**config.mk**
```make
export PLATFORM = sky130hd
export DESIGN_NAME = gas_ctrl
export DESIGN_NICKNAME = d
export VERILOG_FILES = /design/src/rtl/gas_pkg.sv /design/src/rtl/gas_ctrl.sv
export SDC_FILE = /design/constraint.sdc
export NUM_CORES = 1
export LEC_CHECK = 0
export ABC_AREA = 1
export BUFFER_PORTS_ARGS = -buffer_cell sky130_fd_sc_hd__buf_2
export CORE_UTILIZATION = 55
export CTS_BUF_LIST = sky130_fd_sc_hd__clkbuf_4
export CTS_CLUSTER_DIAMETER = 100
export DETAILED_ROUTE_END_ITERATION = 8
export PLACE_DENSITY = 0.86
export RECOVER_POWER = 50
export SLEW_MARGIN = 20
export SYNTH_ARGS = -nofsm -noshare
export SYNTH_HDL_FRONTEND = slang
export SYNTH_SLANG_ARGS = --single-unit
```
**constraint.sdc**
```tcl
create_clock -name clock -period 2 [get_ports clock]
set_input_delay 0.1 -clock clock [delete_from_list [all_inputs] [get_ports clock]]
set_output_delay 0.1 -clock clock [all_outputs]
set_load 0.1 [all_outputs]
```
**src/rtl/gas_pkg.sv**
```systemverilog
// Shared types, constants and helper functions of the grid A* path search block.
// Used by every module of the block but gas_ram; depends on nothing else.
package gas_pkg;

   localparam int MAX_ROWS   = 64;
   localparam int MAX_COLS   = 64;
   localparam int HEAP_DEPTH = 32768;
   localparam int CELLS      = MAX_ROWS * MAX_COLS;

   localparam int ROW_W   = 6;
   localparam int COL_W   = 6;
   localparam int DIM_W   = 7;
   localparam int CELL_AW = $clog2(CELLS);
   localparam int HEAP_AW = $clog2(HEAP_DEPTH);
   localparam int CNT_W   = $clog2(HEAP_DEPTH + 1);
   localparam int SEQ_W   = $clog2(8 * CELLS + 2);
   localparam int COST_W  = $clog2(14 * CELLS + 10 * (MAX_ROWS + MAX_COLS) + 1);
   localparam int NB_W    = DIM_W + 1;

   // Byte addresses of the registers on the APB-style port.
   localparam logic [2:0] ADDR_ROW_COUNT = 3'd0;
   localparam logic [2:0] ADDR_COL_COUNT = 3'd4;

   localparam logic [COST_W-1:0] COST_STRAIGHT = COST_W'(10);
   localparam logic [COST_W-1:0] COST_DIAG     = COST_W'(14);

   localparam logic [1:0] STEP_NEG  = 2'b11;
   localparam logic [1:0] STEP_ZERO = 2'b00;
   localparam logic [1:0] STEP_POS  = 2'b01;

   localparam logic [2:0] LAST_STEP = 3'd7;

   typedef enum logic [1:0] {
      MODE_LOAD   = 2'd0,
      MODE_SEARCH = 2'd1,
      MODE_PARENT = 2'd2,
      MODE_NOP    = 2'd3
   } gas_mode_type;

   typedef struct packed {
      logic [COST_W-1:0] f;
      logic [COST_W-1:0] g;
      logic [SEQ_W-1:0]  seq;
      logic [ROW_W-1:0]  row;
      logic [COL_W-1:0]  col;
   } gas_entry_type;

   typedef struct packed {
      logic              closed;
      logic              pvalid;
      logic [ROW_W-1:0]  prow;
      logic [COL_W-1:0]  pcol;
      logic [COST_W-1:0] pf;
   } gas_meta_type;

   localparam int ENTRY_W = $bits(gas_entry_type);
   localparam int META_W  = $bits(gas_meta_type);

   typedef enum logic [4:0] {
      OP_INIT, OP_IDLE, OP_LOAD, OP_NOP, OP_PREAD, OP_PRESP,
      OP_CLEAR, OP_SEED, OP_POP0, OP_POP1, OP_POP2,
      OP_SD0, OP_SD1, OP_SD2, OP_EX0, OP_EX1,
      OP_NB0, OP_NB1, OP_NB2, OP_NB3, OP_CALC, OP_PAR,
      OP_SU0, OP_SU1, OP_NEXT, OP_OK, OP_FAIL
   } gas_op_type;

   typedef struct packed {
      gas_op_type op;
   } gas_cmd_type;

   typedef struct packed {
      gas_mode_type req_mode;
      logic clr_last;
      logic cnt_zero;
      logic sd_leaf;
      logic sd_more;
      logic is_goal;
      logic u_on_map;
      logic closed;
      logic n_on_map;
      logic n_skip;
      logic diag;
      logic corner_open;
      logic heap_full;
      logic idx_zero;
      logic su_more;
      logic k_last;
   } gas_status_type;

   function automatic logic entry_before(gas_entry_type a, gas_entry_type b);
      if (a.f != b.f) begin
         return a.f < b.f;
      end
      return a.seq < b.seq;
   endfunction

   function automatic logic [CELL_AW-1:0] cell_index(logic [ROW_W-1:0] row,
                                                      logic [COL_W-1:0] col);
      return CELL_AW'(int'(row) * MAX_COLS + int'(col));
   endfunction

   function automatic logic [1:0] step_dr(logic [2:0] k);
      case (k)
         3'd0: return STEP_NEG;
         3'd1: return STEP_POS;
         3'd4: return STEP_POS;
         3'd5: return STEP_POS;
         3'd6: return STEP_NEG;
         3'd7: return STEP_NEG;
         default: return STEP_ZERO;
      endcase
   endfunction

   function automatic logic [1:0] step_dc(logic [2:0] k);
      case (k)
         3'd2: return STEP_POS;
         3'd3: return STEP_NEG;
         3'd4: return STEP_NEG;
         3'd5: return STEP_POS;
         3'd6: return STEP_POS;
         3'd7: return STEP_NEG;
         default: return STEP_ZERO;
      endcase
   endfunction

endpackage

```
**src/rtl/gas_ctrl.sv**
```systemverilog
// Controller state machine of the grid A* search; sequences the datapath by commands.
// Depends on gas_pkg.
module gas_ctrl
   import gas_pkg::*;
(
   input  logic           clock,
   input  logic           reset,
   input  logic           start,
   input  gas_status_type status,
   output gas_cmd_type    cmd,
   output logic           busy
);

   gas_op_type state_ff, state_in;

   always_ff @(posedge clock) begin
      if (reset) begin
         state_ff <= OP_INIT;
      end else begin
         state_ff <= state_in;
      end
   end

   always_comb begin
      state_in = state_ff;
      cmd.op   = state_ff;
      busy     = state_ff != OP_IDLE;
      case (state_ff)
         OP_INIT:  state_in = status.clr_last ? OP_IDLE : OP_INIT;
         OP_IDLE: begin
            if (start) begin
               case (status.req_mode)
                  MODE_LOAD:   state_in = OP_LOAD;
                  MODE_SEARCH: state_in = OP_CLEAR;
                  MODE_PARENT: state_in = OP_PREAD;
                  default:     state_in = OP_NOP;
               endcase
            end
         end
         OP_LOAD:  state_in = OP_IDLE;
         OP_NOP:   state_in = OP_IDLE;
         OP_PREAD: state_in = OP_PRESP;
         OP_PRESP: state_in = OP_IDLE;
         OP_CLEAR: state_in = status.clr_last ? OP_SEED : OP_CLEAR;
         OP_SEED:  state_in = OP_POP0;
         OP_POP0:  state_in = status.cnt_zero ? OP_FAIL : OP_POP1;
         OP_POP1:  state_in = OP_POP2;
         OP_POP2:  state_in = OP_SD0;
         OP_SD0:   state_in = status.sd_leaf ? OP_EX0 : OP_SD1;
         OP_SD1:   state_in = OP_SD2;
         OP_SD2:   state_in = status.sd_more ? OP_SD0 : OP_EX0;
         OP_EX0: begin
            if (status.is_goal) begin
               state_in = OP_OK;
            end else if (!status.u_on_map) begin
               state_in = OP_POP0;
            end else begin
               state_in = OP_EX1;
            end
         end
         OP_EX1:   state_in = status.closed ? OP_POP0 : OP_NB0;
         OP_NB0:   state_in = status.n_on_map ? OP_NB1 : OP_NEXT;
         OP_NB1: begin
            if (status.n_skip) begin
               state_in = OP_NEXT;
            end else begin
               state_in = status.diag ? OP_NB2 : OP_CALC;
            end
         end
         OP_NB2:   state_in = status.corner_open ? OP_NB3 : OP_NEXT;
         OP_NB3:   state_in = status.corner_open ? OP_CALC : OP_NEXT;
         OP_CALC:  state_in = OP_PAR;
         OP_PAR:   state_in = status.heap_full ? OP_NEXT : OP_SU0;
         OP_SU0:   state_in = status.idx_zero ? OP_NEXT : OP_SU1;
         OP_SU1:   state_in = status.su_more ? OP_SU0 : OP_NEXT;
         OP_NEXT:  state_in = status.k_last ? OP_POP0 : OP_NB0;
         OP_OK:    state_in = OP_IDLE;
         OP_FAIL:  state_in = OP_IDLE;
         default:  state_in = OP_INIT;
      endcase
   end

endmodule

```
## Word-level counts from Yosys, hierarchy flattened

Cells that the tools add are included.

| word-level totals | value |
|---|---|
| flip-flop bits (word level) | 5 |
| latch bits | 0 |
| memory bits (writable) | 0 |
| bits in read-only memories | 0 |
| bits of input ports | 20 |
| output and inout port bits | 6 |
| word-level logic and storage cells | 54 |
| memories kept | 0 |

| cells by class | value |
|---|---|
| add/sub/neg operators | 0 |
| $mul | 0 |
| divide/modulo/power cells | 0 |
| $lt $le $gt $ge | 0 |
| equal/unequal tests | 30 |
| shifts and indexed selects | 0 |
| mux-type cells | 20 |
| bitwise gates (word level) | 0 |
| reduce and logical (&&, ||, !) cells | 3 |

Operators with widths:

| operator | count |
|---|---|
| 5-bit case mux with 23 select lines | 1 |
| 5-bit equality test, second input constant | 11 |
| 5-bit by 4-bit equality test with 1-bit output, second input constant | 8 |
| 4-bit 2-to-1 mux | 7 |
| 5-bit 2-to-1 mux | 5 |
| 5-bit by 3-bit equality test with 1-bit output, second input constant | 4 |
| 5-bit by 2-bit equality test with 1-bit output, second input constant | 2 |
| 3-bit 2-to-1 mux | 3 |
| 3-bit case mux with 3 select lines | 1 |
| 5-bit by 1-bit equality test with 1-bit output, second input constant | 1 |
| 5-bit zero test | 1 |
| 5-bit by 1-bit != test with 1-bit output, second input constant | 1 |
| 5-bit OR reduction | 1 |
| 2-bit by 1-bit equality test with 1-bit output, second input constant | 1 |
| 2-bit equality test, second input constant | 1 |
| 2-bit zero test | 1 |
| 1-bit 2-to-1 mux | 2 |
| 2-bit 2-to-1 mux | 1 |
| 2-bit != test, second input constant | 1 |

## Longest topological paths before layout

Gate-level depths: netlist of run 1.

| depth | value |
|---|---|
| depth in word-level cells | 4 |
| depth in mapped cells | 11 |
| gate-level depth less buffers | 11 |

## Worst setup path after synthesis of run 1

No wires, ideal clock.

| timing | value |
|---|---|
| kind | register to register |
| start | register state_ff[0] (netlist: cmd[0]) |
| end | register state_ff[0] (netlist: cmd[0]) |
| setup time | 56 ps |
| arrival time | 2639 ps |
| required time | 1944 ps |
| setup slack | -695 ps |
| cell stages (with the launch flop) | 8 |
| buffers on the path | 0 |
| clock period less this slack | 2695 ps |
| cells stage by stage | dfxtp_1 > nand2_2 > nor2_4 > nand2_1 > or2_4 > nand3_1 > nand2_1 > inv_1 |

| between the ends | value |
|---|---|
| cells in the longest elaborated chain, start to end | 3 |
| elaborated cells between the ends (all ways) | 30 |
| classes of those cells | eq/ne (27); mux (1); reduce/logical (2) |

Ends and longest elaborated chain:

| what | RTL line | RTL |
|---|---|---|
| from (decl) | gas_ctrl.sv:14 | `gas_op_type state_ff, state_in;` |
| from (signal assigned) | gas_ctrl.sv:20 | `state_ff <= state_in;` |
| 5-bit equality test (tied with other cells) | gas_ctrl.sv:28 | `case (state_ff)` |
| 5-bit OR reduction (no source line) | -- |  |
| 5-bit case mux with 23 select lines | gas_ctrl.sv:28 |  |

Several ways; a longest one is shown, not always the timed one.
A chain may end at the register's enable or synchronous reset.

## Worst setup path after layout of run 1

| timing | value |
|---|---|
| start | register state_ff[1] (netlist: cmd[1]) |
| end | output cmd[1] (netlist name) |

RTL lines:

| what | RTL line | RTL |
|---|---|---|
| to (decl) | gas_ctrl.sv:10 | `output gas_cmd_type cmd,` |

No word-level cell between the ends.

==> results of run 1 <==
==> per-stage QoR <==
stage	cell area (um2)	instances	hold slack [ps]	power (mW)
floorplan	771	148	164	0.583
global placement	907	187	299	0.688
detailed placement	907	187	303	0.692
CTS	937	191	36.9	0.832
global route	931	191	39.5	0.884
finish	931	191	39.6	0.827
==> cell type report <==
cell class,count,area [um2]
Multi-Input combinational cell,119,571
Fill cell,133,370
Timing Repair Buffer,25,120
Sequential cell,5,105
Inverter,23,86.3
Clock buffer,4,30.0
Tap cell,15,18.8
==> how the worst min path moves through the flow <==
stage	from	to	slack, ps	depth (start not counted)
after floorplan	reset	cmd[1]	160	1
after global placement	reset	cmd[2]	300	2
after CTS	reset	cmd[4]	40	2
after global routing	reset	cmd[4]	40	2
after detailed placement	reset	cmd[2]	300	2
final	reset	cmd[4]	40	2
==> kinds of logic (layout without fill, tap and decap cells) <==
family | after synthesis | after routing | share of synthesized area
simple gates | 114 | 114 | 0.685
buf+inv | 24 | 52 | 0.123
flops | 5 | 5 | 0.131
compound gates | 3 | 3 | 0.0279
fa+ha+maj | 2 | 2 | 0.0328
==> synth_stat cells <==
| master | n |
|---|---|
| inv_1 | 22 |
| nor2_2 | 2 |
| nand3b_1 | 3 |
| nand2_1 | 39 |
| nand4_1 | 5 |
| o21ai_0 | 1 |
| ha_1 | 2 |
| nand2_2 | 2 |
| o31ai_1 | 1 |
| nand3_1 | 30 |
| buf_4 | 1 |
| nor2_4 | 1 |
| o221ai_1 | 1 |
| nor3_1 | 3 |
| or2_4 | 1 |
| dfxtp_1 | 5 |
| nand3_2 | 1 |
| clkinv_1 | 1 |
| nor2_1 | 27 |
==> layer usage <==
layer | part of all wire | GRT usage | routed length [um] | up-vias
met1 | 0.44 | 0.386 | 953 | 432
met2 | 0.47 | 0.529 | 1020 | 59
met3 | 0.079 | 0.0578 | 173 | 4
li1 | - | - | - | 532
met5 | 0 | 0 | 0 | -
met4 | 0.014 | 0.0776 | 30 | 0
==> power by group through the flow <==
stage	clock network, mW	registers (mW)	logic [mW]
2_1_floorplan	0	0.280	0.303
3_3_place_gp	0	0.153	0.535
3_5_place_dp	0	0.155	0.536
4_1_cts	0.140	0.153	0.539
5_1_grt	0.148	0.156	0.579
6_report	0.137	0.154	0.536
==> impl_metrics.toml, run 1 <==
[placed_design]
post-dp-hpwl_um = 1760
pre_cts_ws_ps = 486
port_buffers = 25
gp_congestion = 0.954

[power]
vdd.ir_drop.worst_uv = 770
clkPwrFrac = 0.165
p_int_uw = 327
power.density_mw_per_mm2 = 888
switchingPower_uw = 500
swShare = 0.605
combPwrFrac = 0.649
p_leak_nw = 0.558
pwr-share-seq = 0.186

[setup_path]
r2r_end = "cmd[3]"
end_kind = "primary output"
worstSetupPathType = "register to primary output"
reg2reg_slack_ps = 460
cp.depth = 1
critPathBufInv = 1
crit_family = "buffers and inverters"
crit_chain = "clkbuf_1"
cp-endpoint = "cmd[1]"
arrival_ps = 1580
startpoint = "cmd[1]"
cpPeakStageDelay_ps = 890
cp-start-kind = "register"
required_ps = 1900
r2r_start = "cmd[2]"
crit_path_max_fanout = 7
crit_slowest_cell = "clkbuf_1"
r2r_cells = 9

[global_route]
gr-usage-all-layers = 0.308
grt_overflow = 0
antenna_found_initial = 0
grt_max_degree = 16
grt_pass1_vias = 762
grt_pass1_wl_um = 3150

[route]
routed_via_density = 5.38
first_pass_iters = 4
drt_iter0_drc = 44
ant_nets = 0
route.detailed.drc = 0
vias = 1027
wirelength_um = 2180
wl_per_cell_um = 11.4

[cts]
post_cts.repair.setup_buffers = 0
cts_tree = "built"
cts-resized-gates = 0
cts_max_level = 1
numCtsBuffers = 3
clock_latency_ps = 250
path_clk_slew_ps = 50
clock_sinks = 5
cts-root-buf = "clkbuf_4"
holdBufCountCts = 0
ctsLongestPathBuffers = 2

[floorplan]
die_w_um = 39.2
core_area_mm2 = 0.00130
dieArea_mm2 = 0.00154
row_count = 13
die_height_um = 39.2
initial_core_util = 0.586
pin_count = 26

[timing]
setup_viol = 0
rsz0062_at_grt = "no"
slew_headroom = 0.226
fin_skew_ps = 11.6
fmax_ghz = 0.594
min_period_over_period = 0.841
fin_crit_ps = 1680
fin_ws_ps = 318
finalMaxSlewViolations = 0
tns_ps = 0
finalHoldViolCount = 0
worst_slew_pin_slew_ps = 1170

[layout]
insertedDiodeCount = 0
syn_to_final_growth_pct = 22.2
drive_above_1_share = 0.210
largest_reg_flops = 5
final_common_cell = "nand2_1"
final_util = 0.715
layout_common_cells = "nand2_1 (38), nand3_1 (30), nor2_1 (27)"
nNetsFinal = 199

[synth]
synthesis.nets = 170
synth_top_area_frac = 0.197
yosysSeqAreaShare = 0.131
synth_area_leaders = "nand3_1 (20%), nand2_1 (19%), nor2_1 (13%)"
ys_warn_count = 0
synth_top_area_cell = "nand3_1"
ys_ff_latch = 5
syn-cell-area_um2 = 762
avgSynthCellArea_um2 = 5.15
synth_cell_types = 19
syn_inst = 148

[run_status]
outcome = "finished, final reports clean"

[job]
drv_cap = 0

[hold_path]
hp-class = "input port to register"
Power figures use the tool's default switching activity.
==> run 2: changes to the inputs <==
--- a/config.mk
+++ b/config.mk
@@ -5,13 +5,13 @@
 export SDC_FILE = /design/constraint.sdc
 export NUM_CORES = 1
 export LEC_CHECK = 0
-export ABC_AREA = 1
+export ABC_AREA = 0
 export BUFFER_PORTS_ARGS = -buffer_cell sky130_fd_sc_hd__buf_2
-export CORE_UTILIZATION = 55
+export CORE_UTILIZATION = 46
 export CTS_BUF_LIST = sky130_fd_sc_hd__clkbuf_4
 export CTS_CLUSTER_DIAMETER = 100
 export DETAILED_ROUTE_END_ITERATION = 8
-export PLACE_DENSITY = 0.86
+export PLACE_DENSITY = 0.77
 export RECOVER_POWER = 50
 export SLEW_MARGIN = 20
 export SYNTH_ARGS = -nofsm -noshare
==> constraint.sdc (replaced) <==
create_clock -name clock -period 1.5 [get_ports clock]
set_input_delay 0.075 -clock clock [delete_from_list [all_inputs] [get_ports clock]]
set_output_delay 0.075 -clock clock [all_outputs]
set_load 0.1 [all_outputs]
==> run 2 against run 1 <==
  * Sequential share of layout area rose by 0.53 points
  * Core utilization fell by 4.8 points
  * Critical path depth rose by 5
  * Synthesized cell count fell by 28%
  * Critical path type is now register to register
  * Critical endpoint is now cmd[0]
==> impl_metrics.toml, run 2 <==
[run_status]
outcome = "finished, final reports clean"

[floorplan]
core_area_mm2 = 0.00151
row_count = 14
dieArea_mm2 = 0.00179
die_height_um = 42.3
die_w_um = 42.3
pin_count = 26
initial_core_util = 0.495

[timing]
setup_viol = 0
hold-worst-slack_ps = 41.9
finalHoldViolCount = 0
slew_headroom = 0.636
fmax_ghz = 0.684
fin_crit_ps = 1460
tns_ps = 0
worst_slew_pin_slew_ps = 548
min_period_over_period = 0.974
fin_skew_ps = 1.84
fin_ws_ps = 38.4
finalMaxSlewViolations = 0
rsz0062_at_grt = "yes"

[layout]
drive_above_1_share = 0.409
final_common_cell = "buf_2"
largest_reg_flops = 5
nFillCells = 139
seqCellArea_um2 = 119
multi_input_area_um2 = 593
final_util = 0.668
syn_to_final_growth_pct = 34.9
layout_common_cells = "buf_2 (22), nand2_1 (10), buf_4 (10)"
nNetsFinal = 160
insertedDiodeCount = 0

[placed_design]
port_buffers = 25
pre_cts_ws_ps = 75.1
post-dp-hpwl_um = 1540
gp_congestion = 0.906

[hold_path]
hp-class = "input port to register"

[cts]
path_clk_slew_ps = 40
cts_tree = "built"
ctsLongestPathBuffers = 2
clock_sinks = 5
cts-root-buf = "clkbuf_4"
clock_latency_ps = 240
cts_max_level = 1
holdBufCountCts = 0
numCtsBuffers = 3

[synth]
synth_cell_types = 41
synth-edff-count = 0
syn-cell-area_um2 = 746
yosys-top-cells-count = "nand2_1 (11), a21oi_1 (8), inv_1 (7), nand2b_1 (7)"
synth_most_common_cell = "nand2_1"
synth_area_leaders = "dfxtp_1 (13%), nand2b_1 (5.9%), nand2_1 (5.5%)"
synth_top_area_frac = 0.134
yosysSeqAreaShare = 0.134
syn_inst = 106
synth_ff_type = "dfxtp_1"
avgSynthCellArea_um2 = 7.04
async_flop_share = 0
ys_warn_count = 0
ys_ff_latch = 5
synthesis.nets = 128
synth_top_area_cell = "dfxtp_1"

[power]
p_int_uw = 948
power.density_mw_per_mm2 = 2350
vdd.ir_drop.worst_uv = 1210
combPwrFrac = 0.728
pwr-share-seq = 0.198
swShare = 0.599
p_leak_nw = 0.421
switchingPower_mw = 1.42
clkPwrFrac = 0.074

[global_route]
grt_pass1_vias = 814
grt_overflow = 0
grt_pass1_wl_um = 3420
gr-usage-all-layers = 0.248
antenna_found_initial = 0
grt_max_degree = 23

[route]
drt_iter0_drc = 51
wirelength_um = 2320
wl_per_cell_um = 15.1
vias = 959
ant_nets = 0
first_pass_iters = 4
routed_via_density = 6.27
route.detailed.drc = 0

[setup_path]
required_ps = 1620
arrival_ps = 1580
end_kind = "register"
worstSetupPathType = "register to register"
crit_path_max_fanout = 11
cp-start-kind = "register"

[job]
drv_cap = 0
-- run 2: cell types whose count changed in the layout (fill, tap and decap cells not counted), moves of 5 or more --
cell	delta
nand2b_1	+7
nand3_1	-27
inv_1	-15
nor2_1	-23
nand2_1	-28
a31oi_1	+5
a21oi_1	+8
dfxtp_4	+5
buf_4	+10
-- run 2: logic make-up after synthesis --
family / count (synthesis) / share of synthesized area
flops: 5 / 0.134
compound gates: 33 / 0.299
mux: 1 / 0.0134
fa+ha+maj: 3 / 0.0470
buf+inv: 16 / 0.124
simple gates: 48 / 0.383
-- run 2: metrics by stage --
step,cells,area (um2),power (mW)
after global placement,144,916,1.99
after floorplan,106,792,1.76
final,153,1010,2.36
after CTS,148,948,2.20
after global routing,153,1010,2.51
after detailed placement,144,916,2.00
-- run 2: area by class of cell --
cell class,count,area share
tap,16,0.0199
inverter,7,0.0261
sequential,5,0.118
timing repair buffer,36,0.216
clock buffer,4,0.0299
multi-input combinational,85,0.590
-- run 2: per-layer routing --
metal  GRT usage  part of all wire
met1       0.309              0.43
met2       0.397              0.49
met3      0.0905             0.066
met4      0.0750             0.011
met5           0                 0
-- run 2: final timing paths --
path               start      to  depth (start not counted)  slack [ps]
hold reg to reg   cmd[4]  cmd[4]                          2         650
setup reg to reg  cmd[3]  cmd[0]                          6          40
setup / recovery  cmd[3]  cmd[0]                          6          40
hold / removal     reset  cmd[0]                          2          40
-- run 2: what timing repair did --
action | in CTS | in global routing
cloned | 0 | 0
gates resized for setup | 1 | 4
endpoints found under the setup margin | 1 | 3
buffers inserted | 0 | 5
-- run 2: power by group through the flow --
stage                     logic [mW]  clock network, mW  registers, mW
final                           1.72              0.174          0.468
after global routing            1.82              0.200          0.489
after CTS                       1.51              0.180          0.506
after detailed placement        1.49                  0          0.505
after global placement          1.49                  0          0.502
after floorplan                 1.06                  0          0.695
-- run 2: critical path: stages (launching register included) --
cell       delay, ps
dfxtp_4          380
buf_4            150
a21oi_1          180
o21a_1           190
a2111oi_2         60
nor4_1           260
o32ai_1          110
==> run 3: changes to the inputs <==
--- a/config.mk
+++ b/config.mk
@@ -7,11 +7,12 @@
 export LEC_CHECK = 0
 export ABC_AREA = 0
 export BUFFER_PORTS_ARGS = -buffer_cell sky130_fd_sc_hd__buf_2
-export CORE_UTILIZATION = 46
+export CORE_UTILIZATION = 55
 export CTS_BUF_LIST = sky130_fd_sc_hd__clkbuf_4
 export CTS_CLUSTER_DIAMETER = 100
 export DETAILED_ROUTE_END_ITERATION = 8
-export PLACE_DENSITY = 0.77
+export HOLD_SLACK_MARGIN = 0.15
+export PLACE_DENSITY = 0.87
 export RECOVER_POWER = 50
 export SLEW_MARGIN = 20
 export SYNTH_ARGS = -nofsm -noshare
==> constraint.sdc (replaced) <==
create_clock -name clock -period 1.7 [get_ports clock]
set_input_delay 0.085 -clock clock [delete_from_list [all_inputs] [get_ports clock]]
set_output_delay 0.085 -clock clock [all_outputs]
set_load 0.1 [all_outputs]
==> run 3 against run 2 <==
  * Sequential power is 1% lower
  * Die area decreased by 16%
  * Critical endpoint unchanged
  * Core utilization up 11 points
  * Routed wire length fell by 18%
  * Clock power shrank 10%
  * Combinational power is 30% lower
  * Clock skew shrank 0.61 ps
  * Cell area fell by 8.8%
==> impl_metrics.toml, run 3 (same netlist as run 2, synthesis figures left out) <==
[layout]
insertedDiodeCount = 0
syn_to_final_growth_pct = 23.0
drive_above_1_share = 0.326
nNetsFinal = 152
final_common_cell = "buf_2"
stdcell_area_um2 = 917
layout_common_cells = "buf_2 (20), nand2_1 (10), a21oi_1 (8)"
largest_reg_flops = 5

[setup_path]
arrival_ps = 1690
crit_chain = "and3b_1 -> o2111ai_1 -> nand4_1 -> nor4_1 -> o32ai_1"
crit_path_max_fanout = 21
end_kind = "register"
cpPeakStageDelay_ps = 450
required_ps = 1820
crit_slowest_cell = "dfxtp_4"
cp-start-kind = "register"
worstSetupPathType = "register to register"

[power]
pwr-share-seq = 0.252
combPwrFrac = 0.663
switchingPower_mw = 1.15
p_leak_nw = 0.362
vdd.ir_drop.worst_uv = 1580
clkPwrFrac = 0.085
power.density_mw_per_mm2 = 2000
swShare = 0.629
p_int_uw = 680

[timing]
hold-worst-slack_ps = 193
tns_ps = 0
setup_viol = 0
fin_crit_ps = 1580
finalHoldViolCount = 0
slew_headroom = 0.634
fmax_ghz = 0.635
worst_slew_pin_slew_ps = 552
fin_skew_ps = 1.23
rsz0062_at_grt = "no"
min_period_over_period = 0.927
finalMaxSlewViolations = 0

[global_route]
gr-usage-all-layers = 0.291
grt_overflow = 0
grt_pass1_wl_um = 3110
grt_max_degree = 23
antenna_found_initial = 0
grt_pass1_vias = 744

[cts]
numCtsBuffers = 3
holdBufCountCts = 3
clock_sinks = 5
path_clk_slew_ps = 40
clock_latency_ps = 250
cts-resized-gates = 0
ctsLongestPathBuffers = 2
post_cts.repair.setup_buffers = 0
cts_max_level = 1
cts_tree = "built"
cts-root-buf = "clkbuf_4"

[route]
vias = 900
wirelength_um = 1900
drt_iter0_drc = 42
wl_per_cell_um = 13.3
routed_via_density = 6.29
first_pass_iters = 4
route.detailed.drc = 0
ant_nets = 0

[floorplan]
core_area_mm2 = 0.00119
dieArea_mm2 = 0.00151
die_w_um = 38.8
row_count = 12
die_height_um = 38.8
initial_core_util = 0.629
pin_count = 26

[placed_design]
port_buffers = 25
gp_congestion = 0.880
place_area_um2 = 857
post-dp-hpwl_um = 1360

[job]
drv_cap = 0

[run_status]
outcome = "finished, final reports clean"

[hold_path]
hp-class = "input port to register"
## run 3: cell count changes in the layout (fill, tap and decap cells not counted), moves of 2 or more
cell | previous run | this run
buf_2 | 22 | 20
buf_4 | 10 | 0
buf_6 | 2 | 0
clkbuf_2 | 2 | 5
dlygate4sd3_1 | 0 | 3
## run 3: cell type report
class                      count  area, um2
clock buffer                   4       30.0
multi-input combinational     85        572
tap                           14       17.5
inverter                       7       26.3
sequential                     5        116
timing repair buffer          28        155
fill                          97        269
## run 3: path summary, 6_finish.rpt
check | slack, ps | cells past startpoint | to | from
worst min-delay path | 190 | 4 | cmd[4] | status[8]
worst max register to register | 120 | 5 | cmd[0] | cmd[3]
worst min register to register | 660 | 2 | cmd[4] | cmd[4]
worst max-delay path | 120 | 5 | cmd[0] | cmd[3]
## run 3: power groups by stage
| stage | Clock (mW) | Combinational [mW] | Sequential [mW] |
|---|---|---|---|
| 2_1_floorplan | 0 | 0.913 | 0.608 |
| 3_3_place_gp | 0 | 1.20 | 0.453 |
| 3_5_place_dp | 0 | 1.20 | 0.455 |
| 4_1_cts | 0.160 | 1.21 | 0.450 |
| 5_1_grt | 0.171 | 1.30 | 0.483 |
| 6_report | 0.156 | 1.21 | 0.461 |
## run 3: per-stage QoR
| stage | std cells | utilization | setup slack [ps] | total power [mW] |
|---|---|---|---|---|
| floorplan | 106 | - | 14.3 | 1.52 |
| global placement | 136 | 0.723 | 176 | 1.65 |
| detailed placement | 136 | 0.723 | 159 | 1.66 |
| CTS | 143 | 0.773 | 156 | 1.82 |
| global route | 143 | 0.773 | 12.0 | 1.95 |
| finish | 143 | 0.773 | 125 | 1.83 |
## run 3: routing by layer
layer,vias up,track usage,wire length [um]
met4,0,0.0690,4
met5,-,0,0
li1,442,-,-
met3,2,0.0694,121
met2,46,0.475,901
met1,410,0.380,873
## run 3: worst max-delay path, delay by kind of cell (launching register included)
family | cells | cell delay (ps)
compound gates | 2 | 380
flops | 1 | 450
simple gates | 3 | 610
